--- src/design/lpfd_pkg.sv ---
`timescale 1ns / 1ps
// ----------------------------------------------------------------------------
// lpfd_pkg
// Shared types and constants for the length-prefixed frame deframer.
// ----------------------------------------------------------------------------
package lpfd_pkg;

  // Event codes carried on each result
  typedef enum logic [2:0] {
    EV_HDR_BYTE  = 3'd0,
    EV_HDR_OK    = 3'd1,
    EV_PAY_BYTE  = 3'd2,
    EV_OVERSIZE  = 3'd3,
    EV_REFUSED   = 3'd4,
    EV_CLEARED   = 3'd5
  } event_t;

  // Request kinds
  typedef enum logic {
    KIND_BYTE  = 1'b0,
    KIND_CLEAR = 1'b1
  } kind_t;

  localparam int unsigned HDR_LAST          = 15;
  localparam int unsigned HDR_CNT_W         = 4;
  localparam logic [31:0] MAX_PAYLOAD_RESET = 32'd65536;

endpackage

--- src/design/lpfd_if.sv ---
`timescale 1ns / 1ps
// ----------------------------------------------------------------------------
// lpfd_in_if / lpfd_out_if
// Valid/ready channels for the byte stream and the deframed results.
// ----------------------------------------------------------------------------
interface lpfd_in_if;
  logic       valid;
  logic       ready;
  logic       kind;
  logic [7:0] data_byte;

  modport source (output valid, output kind, output data_byte, input ready);
  modport sink   (input valid, input kind, input data_byte, output ready);
endinterface

interface lpfd_out_if;
  logic        valid;
  logic        ready;
  logic [2:0]  event_res;
  logic [15:0] frame_channel;
  logic [7:0]  message_type;
  logic [7:0]  frame_flags;
  logic [31:0] sequence_res;
  logic [31:0] correlation;
  logic [31:0] payload_length;
  logic [7:0]  payload_byte;
  logic        frame_end;
  logic        error_flag;

  modport source (output valid, output event_res, output frame_channel, output message_type,
                  output frame_flags, output sequence_res, output correlation,
                  output payload_length, output payload_byte, output frame_end,
                  output error_flag, input ready);
  modport sink   (input valid, input event_res, input frame_channel, input message_type,
                  input frame_flags, input sequence_res, input correlation,
                  input payload_length, input payload_byte, input frame_end,
                  input error_flag, output ready);
endinterface

--- src/design/length_prefixed_frame_deframer_top.sv ---
`timescale 1ns / 1ps
// ----------------------------------------------------------------------------
// length_prefixed_frame_deframer_top
// Gathers a 16-byte little-endian header from a byte stream and streams the
// payload bytes out tagged with the decoded header fields.
// ----------------------------------------------------------------------------
// Usage:
//   in_chan  : one request per byte (kind = byte) or a clear (kind = clear).
//   out_chan : exactly one result per request, in request order.
//   cfg_we / cfg_wdata : write max_payload; only while the block is idle.
// Each request's result is loaded into the output register when the request
// is taken. One request is taken per cycle while the receiver takes results;
// the only storage in the path is the result register, so in_chan.ready is high
// whenever that register is empty or is being emptied in the same cycle.
// If the receiver stalls, the result is held and in_chan.ready stays low for
// every cycle that out_chan.ready stays low.
// Reset (rst, synchronous) returns to the header phase with the error flag
// clear and max_payload at 65536. A clear request does the same but keeps
// max_payload. After an oversize length all bytes are refused until a clear.
// ----------------------------------------------------------------------------
module length_prefixed_frame_deframer_top (
  input  logic              clk,
  input  logic              rst,
  lpfd_in_if.sink           in_chan,
  lpfd_out_if.source        out_chan,
  input  logic              cfg_we,
  input  logic [31:0]       cfg_wdata
);
  import lpfd_pkg::*;

  // Parser state
  logic                 phase_payload, phase_payload_next;
  logic [HDR_CNT_W-1:0] header_count, header_count_next;
  logic [31:0]          payload_count, payload_count_next;
  logic                 sticky_error, sticky_error_next;
  logic [7:0]           hdr_store [HDR_LAST];
  logic [31:0]          max_payload;

  // Decoded header of the current frame
  logic [15:0] chan, chan_next;
  logic [7:0]  mtype, mtype_next;
  logic [7:0]  flags, flags_next;
  logic [31:0] seq, seq_next;
  logic [31:0] corr, corr_next;
  logic [31:0] len, len_next;

  // Result register
  logic        out_valid;
  event_t      res_event;
  logic        res_hdr;
  logic [7:0]  res_pbyte;
  logic        res_end;
  logic [15:0] o_chan;
  logic [7:0]  o_mtype;
  logic [7:0]  o_flags;
  logic [31:0] o_seq;
  logic [31:0] o_corr;
  logic [31:0] o_len;
  logic [7:0]  o_pbyte;
  logic        o_end;
  logic        o_err;
  event_t      o_event;

  logic        accept;
  logic        hdr_write;
  logic [31:0] pay_inc;

  assign in_chan.ready = !out_valid || out_chan.ready;
  assign accept        = in_chan.valid && in_chan.ready;
  assign pay_inc       = payload_count + 32'd1;

  // Next state and result for the request at the input
  always_comb begin
    phase_payload_next = phase_payload;
    header_count_next  = header_count;
    payload_count_next = payload_count;
    sticky_error_next  = sticky_error;
    chan_next          = chan;
    mtype_next         = mtype;
    flags_next         = flags;
    seq_next           = seq;
    corr_next          = corr;
    len_next           = len;
    res_event          = EV_REFUSED;
    res_hdr            = 1'b0;
    res_pbyte          = 8'd0;
    res_end            = 1'b0;
    hdr_write          = 1'b0;

    if (in_chan.kind == KIND_CLEAR) begin
      phase_payload_next = 1'b0;
      header_count_next  = '0;
      payload_count_next = '0;
      sticky_error_next  = 1'b0;
      chan_next          = '0;
      mtype_next         = '0;
      flags_next         = '0;
      seq_next           = '0;
      corr_next          = '0;
      len_next           = '0;
      res_event          = EV_CLEARED;
    end else if (sticky_error) begin
      res_event = EV_REFUSED;
    end else if (!phase_payload) begin
      if (header_count != HDR_CNT_W'(HDR_LAST)) begin
        // header byte, stored in place
        hdr_write         = 1'b1;
        header_count_next = header_count + 1'b1;
        res_event         = EV_HDR_BYTE;
      end else begin
        // last header byte: decode and check the length
        chan_next         = {hdr_store[1], hdr_store[0]};
        mtype_next        = hdr_store[2];
        flags_next        = hdr_store[3];
        seq_next          = {hdr_store[7], hdr_store[6],
                             hdr_store[5], hdr_store[4]};
        corr_next         = {hdr_store[11], hdr_store[10],
                             hdr_store[9], hdr_store[8]};
        len_next          = {in_chan.data_byte, hdr_store[14],
                             hdr_store[13], hdr_store[12]};
        header_count_next = '0;
        res_hdr           = 1'b1;
        if (len_next > max_payload) begin
          sticky_error_next = 1'b1;
          res_event         = EV_OVERSIZE;
        end else begin
          payload_count_next = '0;
          res_event          = EV_HDR_OK;
          if (len_next == 32'd0) begin
            res_end = 1'b1;
          end else begin
            phase_payload_next = 1'b1;
          end
        end
      end
    end else begin
      // payload byte
      res_event          = EV_PAY_BYTE;
      res_hdr            = 1'b1;
      res_pbyte          = in_chan.data_byte;
      payload_count_next = pay_inc;
      if (pay_inc >= len) begin
        res_end            = 1'b1;
        phase_payload_next = 1'b0;
        payload_count_next = '0;
      end
    end
  end

  // Control state, header fields and result register
  always_ff @(posedge clk) begin
    if (rst) begin
      phase_payload <= 1'b0;
      header_count  <= '0;
      payload_count <= '0;
      sticky_error  <= 1'b0;
      chan          <= '0;
      mtype         <= '0;
      flags         <= '0;
      seq           <= '0;
      corr          <= '0;
      len           <= '0;
      max_payload   <= MAX_PAYLOAD_RESET;
      out_valid     <= 1'b0;
    end else begin
      if (cfg_we) begin
        max_payload <= cfg_wdata;
      end
      if (accept) begin
        phase_payload <= phase_payload_next;
        header_count  <= header_count_next;
        payload_count <= payload_count_next;
        sticky_error  <= sticky_error_next;
        chan          <= chan_next;
        mtype         <= mtype_next;
        flags         <= flags_next;
        seq           <= seq_next;
        corr          <= corr_next;
        len           <= len_next;
        out_valid     <= 1'b1;
      end else if (out_chan.ready) begin
        out_valid <= 1'b0;
      end
    end
  end

  // Result payload, loaded with each accepted request
  always_ff @(posedge clk) begin
    if (accept) begin
      o_event <= res_event;
      o_chan  <= res_hdr ? chan_next  : 16'd0;
      o_mtype <= res_hdr ? mtype_next : 8'd0;
      o_flags <= res_hdr ? flags_next : 8'd0;
      o_seq   <= res_hdr ? seq_next   : 32'd0;
      o_corr  <= res_hdr ? corr_next  : 32'd0;
      o_len   <= res_hdr ? len_next   : 32'd0;
      o_pbyte <= res_pbyte;
      o_end   <= res_end;
      o_err   <= sticky_error_next;
    end
  end

  // Header byte store; every entry is written before it is read
  always_ff @(posedge clk) begin
    if (accept && hdr_write) begin
      hdr_store[header_count] <= in_chan.data_byte;
    end
  end

  assign out_chan.valid          = out_valid;
  assign out_chan.event_res      = o_event;
  assign out_chan.frame_channel  = o_chan;
  assign out_chan.message_type   = o_mtype;
  assign out_chan.frame_flags    = o_flags;
  assign out_chan.sequence_res   = o_seq;
  assign out_chan.correlation    = o_corr;
  assign out_chan.payload_length = o_len;
  assign out_chan.payload_byte   = o_pbyte;
  assign out_chan.frame_end      = o_end;
  assign out_chan.error_flag     = o_err;

endmodule
--- src/flat_wrapper.sv ---
// flat-port wrapper written by rule: the top's interface ports become plain ports
module length_prefixed_frame_deframer_top_flat import lpfd_pkg::*;
  (clk, rst, cfg_we, cfg_wdata, in_chan_valid, in_chan_kind, in_chan_data_byte, in_chan_ready, out_chan_valid, out_chan_event_res, out_chan_frame_channel, out_chan_message_type, out_chan_frame_flags, out_chan_sequence_res, out_chan_correlation, out_chan_payload_length, out_chan_payload_byte, out_chan_frame_end, out_chan_error_flag, out_chan_ready);
  lpfd_in_if in_chan_i ();
  lpfd_out_if out_chan_i ();
  input  logic clk;
  input  logic rst;
  input  logic cfg_we;
  input  logic [31:0] cfg_wdata;
  input wire logic [$bits(in_chan_i.valid)-1:0] in_chan_valid;
  input wire logic [$bits(in_chan_i.kind)-1:0] in_chan_kind;
  input wire logic [$bits(in_chan_i.data_byte)-1:0] in_chan_data_byte;
  output wire logic [$bits(in_chan_i.ready)-1:0] in_chan_ready;
  output wire logic [$bits(out_chan_i.valid)-1:0] out_chan_valid;
  output wire logic [$bits(out_chan_i.event_res)-1:0] out_chan_event_res;
  output wire logic [$bits(out_chan_i.frame_channel)-1:0] out_chan_frame_channel;
  output wire logic [$bits(out_chan_i.message_type)-1:0] out_chan_message_type;
  output wire logic [$bits(out_chan_i.frame_flags)-1:0] out_chan_frame_flags;
  output wire logic [$bits(out_chan_i.sequence_res)-1:0] out_chan_sequence_res;
  output wire logic [$bits(out_chan_i.correlation)-1:0] out_chan_correlation;
  output wire logic [$bits(out_chan_i.payload_length)-1:0] out_chan_payload_length;
  output wire logic [$bits(out_chan_i.payload_byte)-1:0] out_chan_payload_byte;
  output wire logic [$bits(out_chan_i.frame_end)-1:0] out_chan_frame_end;
  output wire logic [$bits(out_chan_i.error_flag)-1:0] out_chan_error_flag;
  input wire logic [$bits(out_chan_i.ready)-1:0] out_chan_ready;
  assign in_chan_i.valid = in_chan_valid;
  assign in_chan_i.kind = in_chan_kind;
  assign in_chan_i.data_byte = in_chan_data_byte;
  assign in_chan_ready = in_chan_i.ready;
  assign out_chan_valid = out_chan_i.valid;
  assign out_chan_event_res = out_chan_i.event_res;
  assign out_chan_frame_channel = out_chan_i.frame_channel;
  assign out_chan_message_type = out_chan_i.message_type;
  assign out_chan_frame_flags = out_chan_i.frame_flags;
  assign out_chan_sequence_res = out_chan_i.sequence_res;
  assign out_chan_correlation = out_chan_i.correlation;
  assign out_chan_payload_length = out_chan_i.payload_length;
  assign out_chan_payload_byte = out_chan_i.payload_byte;
  assign out_chan_frame_end = out_chan_i.frame_end;
  assign out_chan_error_flag = out_chan_i.error_flag;
  assign out_chan_i.ready = out_chan_ready;
  length_prefixed_frame_deframer_top u_core (.clk(clk), .rst(rst), .in_chan(in_chan_i), .out_chan(out_chan_i), .cfg_we(cfg_we), .cfg_wdata(cfg_wdata));
endmodule
--- config.mk ---
export PLATFORM = sky130hd
export DESIGN_NAME = length_prefixed_frame_deframer_top_flat
export DESIGN_NICKNAME = d
export VERILOG_FILES = /design/src/design/lpfd_pkg.sv /design/src/design/lpfd_if.sv /design/src/design/length_prefixed_frame_deframer_top.sv /design/src/flat_wrapper.sv
export SDC_FILE = /design/constraint.sdc
export NUM_CORES = 1
export LEC_CHECK = 0
export ABC_AREA = 0
export BUFFER_PORTS_ARGS = -buffer_cell sky130_fd_sc_hd__buf_4
export CAP_MARGIN = 25
export CORE_ASPECT_RATIO = 0.9
export CORE_MARGIN = 2
export CORE_UTILIZATION = 35
export CTS_BUF_LIST = sky130_fd_sc_hd__clkbuf_8 sky130_fd_sc_hd__clkbuf_16
export CTS_CLUSTER_DIAMETER = 80
export CTS_CLUSTER_SIZE = 14
export DETAILED_ROUTE_END_ITERATION = 8
export GPL_TIMING_DRIVEN = 0
export PLACE_DENSITY = 0.49
export RECOVER_POWER = 50
export SETUP_SLACK_MARGIN = 0.1
export SLEW_MARGIN = 20
export SYNTH_ARGS = -nofsm -noshare
export SYNTH_HDL_FRONTEND = slang
export SYNTH_SLANG_ARGS = --single-unit
export TNS_END_PERCENT = 5
--- constraint.sdc ---
create_clock -name clk -period 14.4 [get_ports clk]
set_clock_uncertainty 0.15 [all_clocks]
set_input_delay 0.72 -clock clk [delete_from_list [all_inputs] [get_ports clk]]
set_output_delay 0.72 -clock clk [all_outputs]
set_load 0.005 [all_outputs]
== Yosys cells after proc, flatten, opt, wreduce, memory -nomap -nowiden ==
Memory sizes are Yosys's and may differ from the RTL's.
Cells that the tools add are included.
W data, S select, Z words.

* Add/subtract/negate cells: 2
* Bitwise logic cells: 1
* Muxes and demuxes: 67
* Magnitude comparators: 2
* Reduce and logical (&&, ||, !) cells: 11
* Equality and inequality tests: 5

{| class="wikitable"
|+ Operators with widths
! kind !! number
|-
| $mux W32 || 18
|-
| $mux W16 || 4
|-
| $mux W8 || 8
|-
| $add A32 B1 Y32 const B || 1
|-
| $ge A32 B32 Y1 || 1
|-
| $gt A32 B32 Y1 || 1
|-
| $logic_not A32 Y1 || 1
|-
| $mux W1 || 30
|-
| $mux W4 || 4
|-
| $mux W3 || 2
|-
| $ne A3 B2 Y1 const B || 2
|-
| $add A4 B1 Y4 const B || 1
|-
| $ne A2 B2 Y1 const B || 2
|-
| $ne A4 B4 Y1 const B || 1
|-
| $reduce_and A4 Y1 || 1
|-
| $reduce_and A3 Y1 || 1
|-
| $reduce_or A3 Y1 || 1
|-
| $logic_and A1 B1 Y1 || 2
|-
| $mux W2 || 1
|-
| $reduce_and A2 Y1 || 1
|-
| $reduce_bool A2 Y1 || 1
|-
| $reduce_or A2 Y1 || 1
|-
| $logic_not A1 Y1 || 1
|-
| $logic_or A1 B1 Y1 || 1
|-
| $not A1 Y1 || 1
|}

* Word-level logic and storage cells: 112
* Bits in registers: 340
* Bits of input ports: 46
* Memories kept: 1
* Output and inout port bits: 143
* RAM bits: 120

{| class="wikitable"
|+ Memory list
! memory !! depth !! width !! rd ports !! clocked after Yosys merged registers in !! write ports !! RTL line !! source
|-
| u_core.hdr_store || 15 || 8 || 15 || 0 || 1 || length_prefixed_frame_deframer_top.sv:36 || <nowiki>logic [7:0] hdr_store [HDR_LAST];</nowiki>
|}

== Depth between registers and ports, before layout ==
* Depth after elaboration: 8
* Mapped depth: 20
* Mapped depth without buffers: 17

== Worst setup path before layout ==
No wires, ideal clock.

* Path kind: in2reg
* Start: input port out_chan_ready
* End: memory u_core.hdr_store[1][0], enable pin
* Path buffers: 0
* Setup slack: 8672 ps
* Required time: 13867 ps
* Stages on the path: 7
* Library setup time: 383 ps
* Arrival time: 5194 ps
* Cell sequence: nand2b_1 > nand2_1 > inv_1 > nand2_1 > nor3_1 > nand2_1 > nor3_1

* Cells in the longest elaborated chain, start to end: 5

{| class="wikitable"
|+ RTL lines
! item !! RTL line !! source
|-
| from (decl) || flat_wrapper.sv:25 || <nowiki>input wire logic [$bits(out_chan_i.ready)-1:0] out_chan_ready;</nowiki>
|-
| $logic_or A1 B1 Y1 || length_prefixed_frame_deframer_top.sv:68 || <nowiki>assign in_chan.ready = !out_valid || out_chan.ready;</nowiki>
|-
| $logic_and A1 B1 Y1 || length_prefixed_frame_deframer_top.sv:69 || <nowiki>assign accept = in_chan.valid && in_chan.ready;</nowiki>
|-
| via u_core.accept || length_prefixed_frame_deframer_top.sv:64 || <nowiki>logic accept;</nowiki>
|-
| $logic_and A1 B1 Y1 || length_prefixed_frame_deframer_top.sv:205 || <nowiki>if (accept && hdr_write) begin</nowiki>
|-
| $mux W1 || length_prefixed_frame_deframer_top.sv:205 ||
|-
| $mux W1 (not written as such) || length_prefixed_frame_deframer_top.sv:206 || <nowiki>hdr_store[header_count] <= in_chan.data_byte;</nowiki>
|-
| to (decl) || length_prefixed_frame_deframer_top.sv:36 ||
|}

The timed path passes the listed nets, and every way through them passes these cells.

== Final worst setup path ==
* Start: register u_core.out_valid, in the netlist u_core.out_chan.valid
* End: register u_core.payload_count[11]

* Cells in the longest elaborated chain, start to end: 4

{| class="wikitable"
|+ RTL lines
! item !! RTL line !! source
|-
| from (decl) || length_prefixed_frame_deframer_top.sv:48 || <nowiki>logic out_valid;</nowiki>
|-
| from (signal assigned) || length_prefixed_frame_deframer_top.sv:164 || <nowiki>out_valid <= 1'b0;</nowiki>
|-
| from (signal assigned) || length_prefixed_frame_deframer_top.sv:180 || <nowiki>out_valid <= 1'b1;</nowiki>
|-
| from (signal assigned) || length_prefixed_frame_deframer_top.sv:182 || <nowiki>out_valid <= 1'b0;</nowiki>
|-
| $logic_not A1 Y1 || length_prefixed_frame_deframer_top.sv:68 ||
|-
| $logic_or A1 B1 Y1 || length_prefixed_frame_deframer_top.sv:68 ||
|-
| $logic_and A1 B1 Y1 || length_prefixed_frame_deframer_top.sv:69 ||
|-
| via u_core.accept || length_prefixed_frame_deframer_top.sv:64 ||
|-
| $reduce_and A4 Y1 (no source line) || n/a ||
|-
| to (signal assigned) || length_prefixed_frame_deframer_top.sv:172 || <nowiki>payload_count <= payload_count_next;</nowiki>
|-
| to (decl) || length_prefixed_frame_deframer_top.sv:34 || <nowiki>logic [31:0] payload_count, payload_count_next;</nowiki>
|}

The timed path passes the listed nets, and every way through them passes these cells.
A chain may end at the register's enable or synchronous reset.

==> flow_summary_export.csv <==
group,metric,value,unit
cts,numCtsBuffers,39,
cts,cts.htree.levels,2,
placed_design,port_buffers,186,
floorplan,rows,81,
timing,max_freq,119,MHz
cts,cts.sinks,460,
global_routing,grt_max_degree,96,
floorplan,dieWidth,250,um
critical_path,cp-startpoint,"u_core.out_chan.valid$_SDFFE_PP0P_",
routing,wl_per_cell,20.1,um
cells_and_area,area_growth,17.8,%
timing,hold_slack,0.222,ns
cts,path_clk_slew,0.07,ns
synth,netlist_area,0.0190,mm^2
synth,syn_area_per_cell,10.7,um^2
floorplan,dieArea,0.0563,mm^2
synth,yosys_warnings,0,
synth,synth_most_common_cell,"nand2_1",
worst_hold_path,hold_class,"in -> reg",
outcome,violations,"max-capacitance violations, max-slew violations",
critical_path,reg2reg_depth,9,
run,max_cap_viol_count,9,
timing,drv_slew,297,
synth,synth_top_cell_by_area,"edfxtp_1",
global_routing,grt_pass1_vias,13400,
timing,tightest_slew,5.18,ns
critical_path,worst_path_max_delay_cell,"clkbuf_1",
timing,rsz0062_at_grt,"no",
synth,synth_top_area_share,41.2,%
critical_path,cp-endpoint,"u_core.payload_count[11]$_SDFFE_PP0P_",
cts,cts_setup_buffers,0,
timing,tns,0,ns
synth,seq_area_frac_synth,62.1,%
cells_and_area,drive_gt1_share,11.4,%
critical_path,reg2reg_to,"u_core.payload_count[11]$_SDFFE_PP0P_",
critical_path,required,14.76,ns
floorplan,dieHeight,225,um
cts,root_buffer,"clkbuf_16",
timing,period_share,58.1,%
synth,synthArstFlopShare,0,%
synth,yosys_register_bits,460,
routing,drcViolationCount,0,
placed_design,placed_cells,2670,
power_and_ir_drop,p_leak,7.81,nW
power_and_ir_drop,ir_drop,0.0648,mV
routing,ant_nets,0,
synth,syn_inst,1778,
synth,synth_ff_type,"edfxtp_1",
floorplan,start_util,35.2,%
timing,hold_viol,0,
global_routing,gr-total-overflow,0,
cells_and_area,nNetsFinal,2121,
critical_path,rr_startpoint,"u_core.out_chan.valid$_SDFFE_PP0P_",
critical_path,path_max_fanout,95,
placed_design,hpwl,36.9,mm
floorplan,io_pins,189,
routing,dr.first_iter.drc_count,1174,
synth,synth-edff-count,261,
synth,syn_nets,1893,
synth,synth.top_cells.by_area,"edfxtp_1 41%, dfxtp_1 21%, nand2_1 6.1%, a22oi_1 5.2%, ha_1 4.5%",
placed_design,gp_congestion,0.846,
routing,via_count,14100,
global_routing,track_usage,19.3,%
cts,clockBufferDepth,3,
critical_path,crit_family,"buffers and inverters",
timing,max-slew-margin-rel,-245,%
outcome,status,"complete, but fails checks",
cts,cts_resized,0,
power_and_ir_drop,power_density,114,mW/mm^2
synth,yosys-top-cells-count,"309 x nand2_1, 261 x edfxtp_1, 199 x dfxtp_1, 196 x nor2_1, 154 x a21oi_1",
critical_path,crit_top_cell,"nand2_1",
timing,setup-violations-final,0,
cells_and_area,diodes,0,
global_routing,grt_pass1_wl,82.7,mm
critical_path,cp.depth,9,
critical_path,worst-path-buf-inv,3,
cells_and_area,fin_util,41.5,%
timing,period_needed,8.37,ns
routing,wl,55.1,mm
routing,vias_per_cell,5.13,
critical_path,critPathLaunchType,"register",
floorplan,core_area,0.0540,mm^2
critical_path,path_cells,"nand2b_1 > nand2_1 > clkinvlp_2 > clkbuf_1 > nand2_1 > nor3_4 > buf_2 > nand2_1 > o21ai_1",
critical_path,critPathCaptureType,"register",
critical_path,crit_arrival,8.73,ns
cells_and_area,fin_cells,2742,
critical_path,cp_slowest_stage_delay,3.64,ns
synth,synth_cell_types,56,
cts,cts-hold-fix-buffers,0,
global_routing,grt_antenna_before_repair,1,
critical_path,r2r_setup_slack,6.03,ns
cts,clock_latency,0.58,ns
routing,dr.pass1.iters,5,
cts,cts_tree,"yes",
critical_path,worstSetupPathType,"reg -> reg",
## tightest hold or removal path: cells and delay by family
family / cells / cell delay, ns
buf+inv: 1 / 0.08
mux: 1 / 0.05
simple gates: 1 / 0.07
## stage by stage
stage	total power [mW]	instance area (um^2)	worst slack, ns
6_report	2.55	22400	6.03
3_5_place_dp	1.58	21400	8.82
5_1_grt	2.64	22400	4.82
3_3_place_gp	1.58	21300	6.07
2_1_floorplan	1.50	19000	8.67
4_1_cts	2.58	22500	8.80
## cells by family (layout without fill, tap and decap cells)
kind of cell | count (synthesis) | count (layout) | synth area share, %
AO/OA/AOI/OAI | 356 | 356 | 11.9
adder cells (fa/ha/maj) | 69 | 69 | 4.53
XOR/XNOR | 32 | 32 | 1.47
AND/OR/NAND/NOR | 643 | 643 | 14.5
multiplexers | 32 | 32 | 1.68
buffers and inverters | 186 | 445 | 3.80
flip-flops | 460 | 460 | 62.1
## cell type report
type                    instances  area (um^2)
plain buffers                 108          430
clock buffers                  41         1030
clock inverters                31          134
fillers                      5274        31600
inverters                      78          294
multi-input cells            1132         6510
flip-flops and latches        460        11800
well taps                     705          882
repair buffers                187         1320
## cells in the final DEF (no fill, tap or decap), types with 41 or more instances in the layout
cell type	count
inv_1	102
clkbuf_16	41
nor2_1	196
nand2_1	309
ha_1	69
a21oi_1	154
edfxtp_1	261
a22oi_1	131
clkbuf_1	121
dfxtp_1	199
clkbuf_4	131
## registers in the layout, indices dropped and copies added, names as in the netlist
name / cells
u_core.chan: 16
u_core.corr: 32
u_core.flags: 8
u_core.hdr_store: 120
u_core.header_count: 4
u_core.len: 32
u_core.max_payload: 32
u_core.mtype: 8
u_core.out_chan.correlation: 32
u_core.out_chan.error_flag: 1
u_core.out_chan.event_res: 3
u_core.out_chan.frame_channel: 16
u_core.out_chan.frame_end: 1
u_core.out_chan.frame_flags: 8
u_core.out_chan.message_type: 8
u_core.out_chan.payload_byte: 8
u_core.out_chan.payload_length: 32
u_core.out_chan.sequence_res: 32
u_core.out_chan.valid: 1
u_core.payload_count: 32
u_core.phase_payload: 1
u_core.seq: 32
u_core.sticky_error: 1
## per-layer routing
layer,wire length [um],global-route usage (%)
met1,26000,27.5
met2,24900,30.5
met3,2910,3.33
met4,1300,5.11
met5,0,0
## how the worst min path moves through the flow
stage | startpoint | to | depth (start not counted)
floorplan | u_core.payload_count[20]$_SDFFE_PP0P_ | u_core.payload_count[20]$_SDFFE_PP0P_ | 1
global placement | u_core.corr[10]$_SDFFE_PP0P_ | u_core.corr[10]$_SDFFE_PP0P_ | 2
detailed placement | u_core.payload_count[31]$_SDFFE_PP0P_ | u_core.payload_count[31]$_SDFFE_PP0P_ | 1
CTS | cfg_wdata[12] | u_core.max_payload[12]$_SDFFE_PP0P_ | 3
global route | cfg_wdata[12] | u_core.max_payload[12]$_SDFFE_PP0P_ | 3
finish | cfg_wdata[12] | u_core.max_payload[12]$_SDFFE_PP0P_ | 3
## power breakdown
group          switching [mW]  total [mW]  internal, mW
Clock                   0.491        1.01         0.516
Combinational          0.0773       0.118        0.0412
Sequential             0.0107        1.42          1.41
Total                   0.579        2.55          1.97
No activity file was read; power rests on OpenSTA's default activity.
